--- src/design/tgsa_pkg.sv ---
// Shared types, constants and the per-axis classification function of the tile grid address block.
package tgsa_pkg;

  localparam int MAX_DIM_DEFAULT = 4096;
  localparam int QDEPTH          = 4;
  localparam int RECIP_SHIFT     = 24;

  localparam logic [1:0] REG_WIDTH  = 2'd0;
  localparam logic [1:0] REG_HEIGHT = 2'd1;
  localparam logic [1:0] REG_TILES  = 2'd2;

  // Constants derived for one axis after a configuration write.
  typedef struct packed {
    logic [12:0] base;
    logic [12:0] extra;
    logic [25:0] span;
    logic [24:0] r_wide;
    logic [24:0] r_narrow;
  } axis_t;

  typedef struct packed {
    logic        busy;
    logic        ok;
    logic [12:0] w;
    logic [12:0] h;
    logic [12:0] n;
    axis_t       ax_row;
    axis_t       ax_col;
  } cfg_t;

  // One axis of a classified item: offset into its tile band and the divisor to use.
  typedef struct packed {
    logic [11:0] p;
    logic [24:0] r;
    logic [12:0] d;
    logic [11:0] off;
  } axis_item_t;

  typedef struct packed {
    logic       ok;
    axis_item_t row;
    axis_item_t col;
  } item_t;

  function automatic axis_item_t classify(input logic [11:0] pos, input axis_t a);
    axis_item_t t;
    logic       wide;
    wide = {14'b0, pos} < a.span;
    if (wide) begin
      t.p   = pos;
      t.r   = a.r_wide;
      t.d   = a.base + 13'd1;
      t.off = 12'd0;
    end else begin
      t.p   = pos - a.span[11:0];
      t.r   = a.r_narrow;
      t.d   = a.base;
      t.off = a.extra[11:0];
    end
    return t;
  endfunction

endpackage

--- src/design/tile_grid_source_address.sv ---
// Top level of the tile grid source address generator.
//
// Each input beat on s_* carries one output pixel coordinate; each output beat on
// m_* carries the source pixel that fills it after the image is remapped into an
// n-by-n grid of subsampled tiles, plus the tile row and column that hold it.
// m_tuser is the ok flag; when it is low every other result field is zero.
//
// One coordinate is taken per clock while s_tready is high. A beat passes through the
// input register and the queue, then five arithmetic stages (reciprocal multiply,
// quotient times divisor, remainder fix-up, scaling by the tile factor, linear address).
//
// A write on the cfg port, and reset itself, starts a serial divider that derives
// tile sizes and their reciprocals one quotient bit per cycle over six divisions,
// during which s_tready stays low. Registers reset to width 1, height 1 and one tile.
//
// While a result waits with m_tready low the arithmetic pipeline holds; the four-entry
// queue and the input register keep taking beats until they are full, then s_tready drops.
module tile_grid_source_address #(
  parameter int MAX_DIM = tgsa_pkg::MAX_DIM_DEFAULT
) (
  input  logic        clk,
  input  logic        rst,
  input  logic        cfg_we,
  input  logic [1:0]  cfg_index,
  input  logic [12:0] cfg_data,
  input  logic        s_tvalid,
  output logic        s_tready,
  input  logic [23:0] s_tdata,   // out_row [11:0], out_col [23:12]
  output logic        m_tvalid,
  input  logic        m_tready,
  output logic [71:0] m_tdata,   // src_row, src_col, src_index, grid_row, grid_col
  output logic        m_tuser    // ok
);

  tgsa_pkg::cfg_t  cfg;
  tgsa_pkg::item_t f_item, q_item;
  logic push, q_full, q_empty, pop;

  tgsa_cfg #(.MAX_DIM(MAX_DIM)) u_cfg (
    .clk, .rst, .cfg_we, .cfg_index, .cfg_data, .cfg
  );

  tgsa_front u_front (
    .clk, .rst, .cfg, .s_tvalid, .s_tready, .s_tdata,
    .push, .q_full, .item(f_item)
  );

  tgsa_queue #(.DEPTH(tgsa_pkg::QDEPTH)) u_queue (
    .clk, .rst, .push, .din(f_item), .full(q_full),
    .pop, .empty(q_empty), .dout(q_item)
  );

  tgsa_back u_back (
    .clk, .rst, .cfg, .q_empty, .q_item, .pop,
    .m_tvalid, .m_tready, .m_tdata, .m_tuser
  );

  // No coordinate is taken while tile sizes are being recomputed.
  a_busy_blocks: assert property (@(posedge clk) disable iff (rst)
    cfg.busy |-> !s_tready) else $error("input taken during divider run");

  // The input stage never pushes into a full queue.
  a_no_overflow: assert property (@(posedge clk) disable iff (rst)
    q_full |-> !push) else $error("queue overflow");

  // A result that is not ok carries all-zero fields.
  a_zero_when_bad: assert property (@(posedge clk) disable iff (rst)
    (m_tvalid && !m_tuser) |-> (m_tdata == 72'd0)) else $error("nonzero invalid result");

endmodule

--- src/design/tgsa_cfg.sv ---
// Configuration registers and the shared serial divider that derives tile sizes and reciprocals.
module tgsa_cfg #(
  parameter int MAX_DIM = tgsa_pkg::MAX_DIM_DEFAULT
) (
  input  logic           clk,
  input  logic           rst,
  input  logic           cfg_we,
  input  logic [1:0]     cfg_index,
  input  logic [12:0]    cfg_data,
  output tgsa_pkg::cfg_t cfg
);

  localparam int NUM_W    = tgsa_pkg::RECIP_SHIFT + 1;
  localparam int LAST_JOB = 5;
  localparam int STEPS    = NUM_W;

  logic [12:0] w, h, n;
  logic        busy;
  logic [2:0]  job;
  logic [4:0]  cnt;
  logic [12:0] rem;
  logic [NUM_W-1:0] quo;
  logic [NUM_W-1:0] num;
  logic [12:0] den;
  logic [13:0] rs;
  logic        ge;
  logic        ok;
  tgsa_pkg::axis_t ax_row, ax_col;

  // Jobs: height/n, width/n, then the four reciprocals of the tile sizes.
  always_comb begin
    num = NUM_W'(1) << tgsa_pkg::RECIP_SHIFT;
    unique case (job)
      3'd0: begin num = {12'b0, h}; den = n; end
      3'd1: begin num = {12'b0, w}; den = n; end
      3'd2: den = ax_row.base + 13'd1;
      3'd3: den = ax_row.base;
      3'd4: den = ax_col.base + 13'd1;
      3'd5: den = ax_col.base;
      default: den = n;
    endcase
    rs = {rem, quo[NUM_W-1]};
    ge = rs >= {1'b0, den};
  end

  always_ff @(posedge clk) begin
    if (rst) begin
      w    <= 13'd1;
      h    <= 13'd1;
      n    <= 13'd1;
      busy <= 1'b1;
      job  <= 3'd0;
      cnt  <= 5'd0;
    end else if (cfg_we) begin
      case (cfg_index)
        tgsa_pkg::REG_WIDTH:  w <= cfg_data;
        tgsa_pkg::REG_HEIGHT: h <= cfg_data;
        tgsa_pkg::REG_TILES:  n <= cfg_data;
        default: ;
      endcase
      busy <= 1'b1;
      job  <= 3'd0;
      cnt  <= 5'd0;
    end else if (busy) begin
      if (cnt == 5'(STEPS + 1)) begin
        cnt <= 5'd0;
        job <= job + 3'd1;
        if (job == 3'(LAST_JOB)) busy <= 1'b0;
      end else begin
        cnt <= cnt + 5'd1;
      end
    end
  end

  always_ff @(posedge clk) begin
    if (cnt == 5'd0) begin
      rem <= 13'd0;
      quo <= num;
    end else if (cnt <= 5'(STEPS)) begin
      rem <= ge ? 13'(rs - {1'b0, den}) : rs[12:0];
      quo <= {quo[NUM_W-2:0], ge};
    end else begin
      case (job)
        3'd0: begin ax_row.base <= quo[12:0]; ax_row.extra <= rem; end
        3'd1: begin ax_col.base <= quo[12:0]; ax_col.extra <= rem; end
        3'd2: ax_row.r_wide   <= quo;
        3'd3: ax_row.r_narrow <= quo;
        3'd4: ax_col.r_wide   <= quo;
        3'd5: ax_col.r_narrow <= quo;
        default: ;
      endcase
    end
    ax_row.span <= 26'(ax_row.extra * (ax_row.base + 13'd1));
    ax_col.span <= 26'(ax_col.extra * (ax_col.base + 13'd1));
    ok <= (n != 13'd0) && (int'(w) <= MAX_DIM) && (int'(h) <= MAX_DIM) &&
          (ax_row.base != 13'd0) && (ax_col.base != 13'd0);
  end

  assign cfg = '{busy: busy, ok: ok, w: w, h: h, n: n, ax_row: ax_row, ax_col: ax_col};

endmodule

--- src/design/tgsa_front.sv ---
// Input stage: takes coordinate beats, checks them and picks the tile band on each axis.
module tgsa_front (
  input  logic            clk,
  input  logic            rst,
  input  tgsa_pkg::cfg_t  cfg,
  input  logic            s_tvalid,
  output logic            s_tready,
  input  logic [23:0]     s_tdata,
  output logic            push,
  input  logic            q_full,
  output tgsa_pkg::item_t item
);

  logic [11:0] row, col;
  logic        fv;
  tgsa_pkg::item_t cls;

  assign row = s_tdata[11:0];
  assign col = s_tdata[23:12];

  always_comb begin
    cls.ok  = cfg.ok && ({1'b0, row} < cfg.h) && ({1'b0, col} < cfg.w);
    cls.row = tgsa_pkg::classify(row, cfg.ax_row);
    cls.col = tgsa_pkg::classify(col, cfg.ax_col);
  end

  assign push     = fv && !q_full;
  assign s_tready = !cfg.busy && (!fv || !q_full);

  always_ff @(posedge clk) begin
    if (rst) begin
      fv <= 1'b0;
    end else if (s_tvalid && s_tready) begin
      fv <= 1'b1;
    end else if (push) begin
      fv <= 1'b0;
    end
  end

  always_ff @(posedge clk) begin
    if (s_tvalid && s_tready) item <= cls;
  end

endmodule

--- src/design/tgsa_queue.sv ---
// Small register queue between the input stage and the arithmetic pipeline.
module tgsa_queue #(
  parameter int DEPTH = tgsa_pkg::QDEPTH
) (
  input  logic            clk,
  input  logic            rst,
  input  logic            push,
  input  tgsa_pkg::item_t din,
  output logic            full,
  input  logic            pop,
  output logic            empty,
  output tgsa_pkg::item_t dout
);

  localparam int AW = (DEPTH > 1) ? $clog2(DEPTH) : 1;
  localparam int CW = $clog2(DEPTH + 1);

  tgsa_pkg::item_t mem [DEPTH];
  logic [AW-1:0] wp, rp;
  logic [CW-1:0] count;

  assign full  = count == CW'(DEPTH);
  assign empty = count == '0;
  assign dout  = mem[rp];

  always_ff @(posedge clk) begin
    if (rst) begin
      wp    <= '0;
      rp    <= '0;
      count <= '0;
    end else begin
      if (push) wp <= (wp == AW'(DEPTH - 1)) ? '0 : wp + AW'(1);
      if (pop)  rp <= (rp == AW'(DEPTH - 1)) ? '0 : rp + AW'(1);
      if (push && !pop) count <= count + CW'(1);
      else if (pop && !push) count <= count - CW'(1);
    end
  end

  always_ff @(posedge clk) begin
    if (push) mem[wp] <= din;
  end

endmodule

--- src/design/tgsa_back.sv ---
// Arithmetic pipeline: reciprocal division, remainder fix-up, scaling and linear address.
module tgsa_back (
  input  logic            clk,
  input  logic            rst,
  input  tgsa_pkg::cfg_t  cfg,
  input  logic            q_empty,
  input  tgsa_pkg::item_t q_item,
  output logic            pop,
  output logic            m_tvalid,
  input  logic            m_tready,
  output logic [71:0]     m_tdata,
  output logic            m_tuser
);

  localparam int SH = tgsa_pkg::RECIP_SHIFT;

  logic        adv;
  logic        v1, v2, v3, v4, v5;
  logic        ok1, ok2, ok3, ok4, ok5;
  tgsa_pkg::axis_item_t a1 [2];
  logic [36:0] prod1 [2];
  logic [11:0] p1 [2], off1 [2];
  logic [12:0] d1 [2];
  logic [11:0] p2 [2], q2 [2], off2 [2];
  logic [12:0] d2 [2];
  logic [24:0] qd2 [2];
  logic [11:0] tile3 [2], lcl3 [2];
  logic [11:0] tile4 [2], src4 [2];
  logic [13:0] rem [2];
  logic        fix [2];
  logic [11:0] grid_row, grid_col, src_row, src_col;
  logic [23:0] src_index;

  assign adv      = !v5 || m_tready;
  assign pop      = adv && !q_empty;
  assign a1[0]    = q_item.row;
  assign a1[1]    = q_item.col;
  assign m_tvalid = v5;
  assign m_tuser  = ok5;
  assign m_tdata  = {grid_col, grid_row, src_index, src_col, src_row};

  always_comb begin
    for (int i = 0; i < 2; i++) begin
      rem[i] = {2'b0, p2[i]} - qd2[i][13:0];
      fix[i] = rem[i] >= {1'b0, d2[i]};
    end
  end

  always_ff @(posedge clk) begin
    if (rst) begin
      {v1, v2, v3, v4, v5} <= '0;
    end else if (adv) begin
      {v1, v2, v3, v4, v5} <= {!q_empty, v1, v2, v3, v4};
    end
  end

  always_ff @(posedge clk) begin
    if (adv) begin
      {ok1, ok2, ok3, ok4, ok5} <= {q_item.ok, ok1, ok2, ok3, ok4};
      for (int i = 0; i < 2; i++) begin
        prod1[i] <= a1[i].p * a1[i].r;
        p1[i]    <= a1[i].p;
        d1[i]    <= a1[i].d;
        off1[i]  <= a1[i].off;
        q2[i]    <= prod1[i][SH+11:SH];
        qd2[i]   <= prod1[i][SH+11:SH] * d1[i];
        p2[i]    <= p1[i];
        d2[i]    <= d1[i];
        off2[i]  <= off1[i];
        tile3[i] <= off2[i] + q2[i] + (fix[i] ? 12'd1 : 12'd0);
        lcl3[i]  <= fix[i] ? 12'(rem[i] - {1'b0, d2[i]}) : rem[i][11:0];
        tile4[i] <= tile3[i];
        src4[i]  <= 12'(lcl3[i] * cfg.n);
      end
      // Position, divisor and band offset travel alongside the quotient stage by stage.
      if (ok4) begin
        src_row   <= src4[0];
        src_col   <= src4[1];
        src_index <= {12'b0, src4[0]} * {11'b0, cfg.w} + {12'b0, src4[1]};
        grid_row  <= tile4[0];
        grid_col  <= tile4[1];
      end else begin
        src_row   <= '0;
        src_col   <= '0;
        src_index <= '0;
        grid_row  <= '0;
        grid_col  <= '0;
      end
    end
  end

endmodule
--- config.mk ---
export PLATFORM = sky130hd
export DESIGN_NAME = tile_grid_source_address
export DESIGN_NICKNAME = d
export VERILOG_FILES = /design/src/design/tgsa_pkg.sv /design/src/design/tile_grid_source_address.sv /design/src/design/tgsa_cfg.sv /design/src/design/tgsa_front.sv /design/src/design/tgsa_queue.sv /design/src/design/tgsa_back.sv
export SDC_FILE = /design/constraint.sdc
export NUM_CORES = 2
export LEC_CHECK = 0
export ABC_AREA = 1
export BUFFER_PORTS_ARGS = -buffer_cell sky130_fd_sc_hd__buf_4
export CELL_PAD_IN_SITES_DETAIL_PLACEMENT = 0
export CELL_PAD_IN_SITES_GLOBAL_PLACEMENT = 1
export CORE_UTILIZATION = 45
export DETAILED_ROUTE_END_ITERATION = 7
export PLACE_DENSITY = 0.74
export REMOVE_ABC_BUFFERS = 1
export SLEW_MARGIN = 20
export SYNTH_ARGS = -nofsm -noshare
export SYNTH_HDL_FRONTEND = slang
export SYNTH_SLANG_ARGS = --single-unit
export TNS_END_PERCENT = 10
--- constraint.sdc ---
create_clock -name clk -period 14.3 [get_ports clk]
set_input_delay 2.86 -clock clk [delete_from_list [all_inputs] [get_ports clk]]
set_output_delay 2.86 -clock clk [all_outputs]
set_load 0.01 [all_outputs]
==> reports/metrics.csv <==
stage;metric;value;unit
route;vias_per_cell;5.27;
route;wl_per_cell;20.4;um
worst_setup_path;worstSetupStartpointType;flip-flop;
timing;setup_viol;0;
place;gp_congestion;0.900;
route;wirelength;262000;um
floorplanning;die-area;0.219;mm^2
logic_synthesis;ys_async_sr_fraction;0;%
clocking;post_cts_buffers;0;
clocking;insertion_delay;0.82;ns
cells_and_area;layout_commonest_cell;nand2_1;
logic_synthesis;synth_flop_cell;edfxtp_1;
timing;tns;0;ns
logic_synthesis;synth_compound_area_share;6.53;%
floorplanning;row_count;170;
timing;finClkSkew;0.0314;ns
timing;max_freq;114;MHz
logic_synthesis;synthMuxAreaShare;0;%
worst_setup_path;crit_type;reg2reg;
clocking;cts_hold_buffers;0;
floorplanning;pin_count;119;
floorplanning;start_util;45.5;%
clocking;cts_tree;done;
timing;drv_slew;0;
cells_and_area;finish.instance_area;0.107;mm^2
cells_and_area;areaGrowthSynthToFinish;8.99;%
grt;grtUsageTotal;24.3;%
logic_synthesis;syn-instance-count;9851;
clocking;clk_pin_slew;0.07;ns
grt;grt_max_degree;168;
clocking;h-tree-depth;4;
logic_synthesis;ys_ff_latch;1328;
clocking;clockBufferDepth;3;
route;dr_total_vias;67700;
grt;grt-ovfl-total;0;
timing;hold_viol_final;0;
worst_setup_path;cp.required;14.88;ns
clocking;clock_sinks;1328;
grt;grt_antenna_before_repair;18;
cells_and_area;nFillCells;19900;
logic_synthesis;synth-edff-count;1199;
floorplanning;core;0.215;mm^2
logic_synthesis;avgSynthCellArea;9.93;um^2
route;final_antenna_net_count;0;
clocking;root_buffer;clkbuf_16;
logic_synthesis;synth_adder_area_share;29.2;%
worst_setup_path;arrival;9.36;ns
worst_setup_path;end_kind;flip-flop;
logic_synthesis;yosysWarnings;0;
timing;relSlewSlack;17.5;%
floorplanning;dieHeight;468;um
logic_synthesis;synthXorXnorAreaFrac;2.43;%
route;drt-initial-drc-count;5482;
place;hpwlAfterDp;197000;um
logic_synthesis;synth_top_family_by_area;adder cells;
cells_and_area;final_cell_mix;nand2_1, inv_1, edfxtp_1;
cells_and_area;layout-drive-gt1-share;5.74;%
place;portBuffers;118;
clocking;cts_buffers;152;
cells_and_area;fin_nets;11600;
flow_run;cap_violations;0;
logic_synthesis;synth-simple-area-share;13.2;%
timing;rsz0062_at_grt;false;
logic_synthesis;ys_types;63;
route;first_pass_iters;8;
timing;tightest_slew;1.23;ns
outcome;status;completed;
route;drc;0;
floorplanning;fp.dieW;468;um
place;placed_cell_area;0.102;mm^2
timing;min_period_over_period;61.4;%
grt;grt_pass1_vias;69300;
worst_hold_path;hp-class;reg2reg;
grt;grt_pass1_wl;407000;um
clocking;ctsResizeCount;0;
logic_synthesis;ys_seq_area_share;39.4;%
cells_and_area;fin_util;49.5;%
timing;min_period;8.78;ns
worst_setup_path;worstPathMaxFanout;76;
logic_synthesis;synth_area;0.0979;mm^2
-- layout make-up --
cell class / instances / area, um^2 / area share (%)
tap: 2838 / 3550 / 3.33
inverter: 2008 / 7560 / 7.09
clock inverter: 83 / 1040 / 0.976
sequential: 1328 / 38600 / 36.2
timing repair buffer: 193 / 1490 / 1.40
antenna: 2 / 5.00 / 0.00469
multi-input combinational: 6200 / 50300 / 47.2
clock buffer: 193 / 4090 / 3.84
-- routing by layer --
layer / share of wire (%) / track usage (%)
met4: 2.7 / 7.00
met2: 45 / 38.3
met5: 0.012 / 0
met1: 45 / 34.8
met3: 6.9 / 3.73
-- cell usage after synthesis, types with 12 or more instances --
master / n / area (um^2)
xor2_1: 162 / 1420
buf_2: 76 / 380
nand3_1: 144 / 721
a32oi_1: 16 / 140
o31ai_1: 14 / 105
a22o_1: 12 / 105
fa_1: 1046 / 20900
a21o_1: 23 / 173
nor4_1: 23 / 144
edfxtp_1: 1199 / 36000
a21oi_1: 369 / 1850
o22ai_1: 67 / 419
a31oi_1: 25 / 156
inv_1: 1963 / 7370
nor2_1: 720 / 2700
ha_1: 611 / 7640
inv_2: 39 / 146
a221oi_1: 14 / 123
o221ai_1: 14 / 123
nand4_1: 70 / 438
dfxtp_1: 129 / 2580
xnor2_1: 108 / 946
nand2_1: 2201 / 8260
nor3_1: 46 / 230
a32oi_4: 14 / 385
o21ai_0: 337 / 1690
buf_4: 29 / 218
a32oi_2: 36 / 586
or2_2: 26 / 163
clkbuf_1: 195 / 732
-- final timing paths --
path,cells after the start,slack [ns],to,start
worst max-delay path,23,5.52,u_back.prod1[0][34],flip-flop
worst min-delay path,0,0.41,u_back.tile4[1][8],u_back.tile3[0][20]
worst max register to register,23,5.52,u_back.prod1[0][34],flip-flop
worst min register to register,0,0.41,u_back.tile4[1][8],u_back.tile3[0][20]
-- through the flow --
stage / setup slack, ns / hold WS (ns) / std cells
after floorplan: 2.79 / 0.400 / 9536
after global placement: 5.56 / 0.402 / 12600
after detailed placement: 5.51 / 0.405 / 12600
after CTS: 5.52 / 0.417 / 12800
after global routing: 4.98 / 0.412 / 12800
final: 5.52 / 0.410 / 12800
-- sequential cells by signal (all words and copies together) (netlist names), 25 cells and up, named ones only --
signal / count
u_queue.mem: 500
u_cfg.cfg: 204
u_front.item: 125
u_back.qd2: 28
u_back.d1: 26
u_back.d2: 26
u_cfg.quo: 25
-- cells by family (layout without fill, tap and decap cells) --
kind of cell	Yosys count	after routing
and+or+nand+nor	3259	3259
other	0	2
DFF	1328	1328
buffers and inverters	2323	2477
adders and majority gates	1657	1657
AOI/OAI and AO/OA	1013	1013
xor gates and xnor gates	271	271
-- worst max-delay path, cell delays in order (launching register included) --
cell and delay (ns):
dfxtp_4 0.66, buf_4 0.70, buf_4 0.71, buf_4 0.66, nand2_1 0.20, a32oi_4 0.90
nand2_1 0.17, fa_1 0.53, inv_1 0.05, fa_1 0.49, inv_1 0.06, fa_1 0.53
inv_1 0.05, fa_1 0.51, fa_1 0.44, ha_1 0.36, a21oi_1 0.20, inv_1 0.07
a21oi_1 0.26, nor2_1 0.06, a2111oi_0 0.42, nand2_1 0.11, nand2_1 0.07, nand2_1 0.05
Power is not shown: default switching activity piles up to over one toggle a cycle in this logic, so the estimate is an artifact.
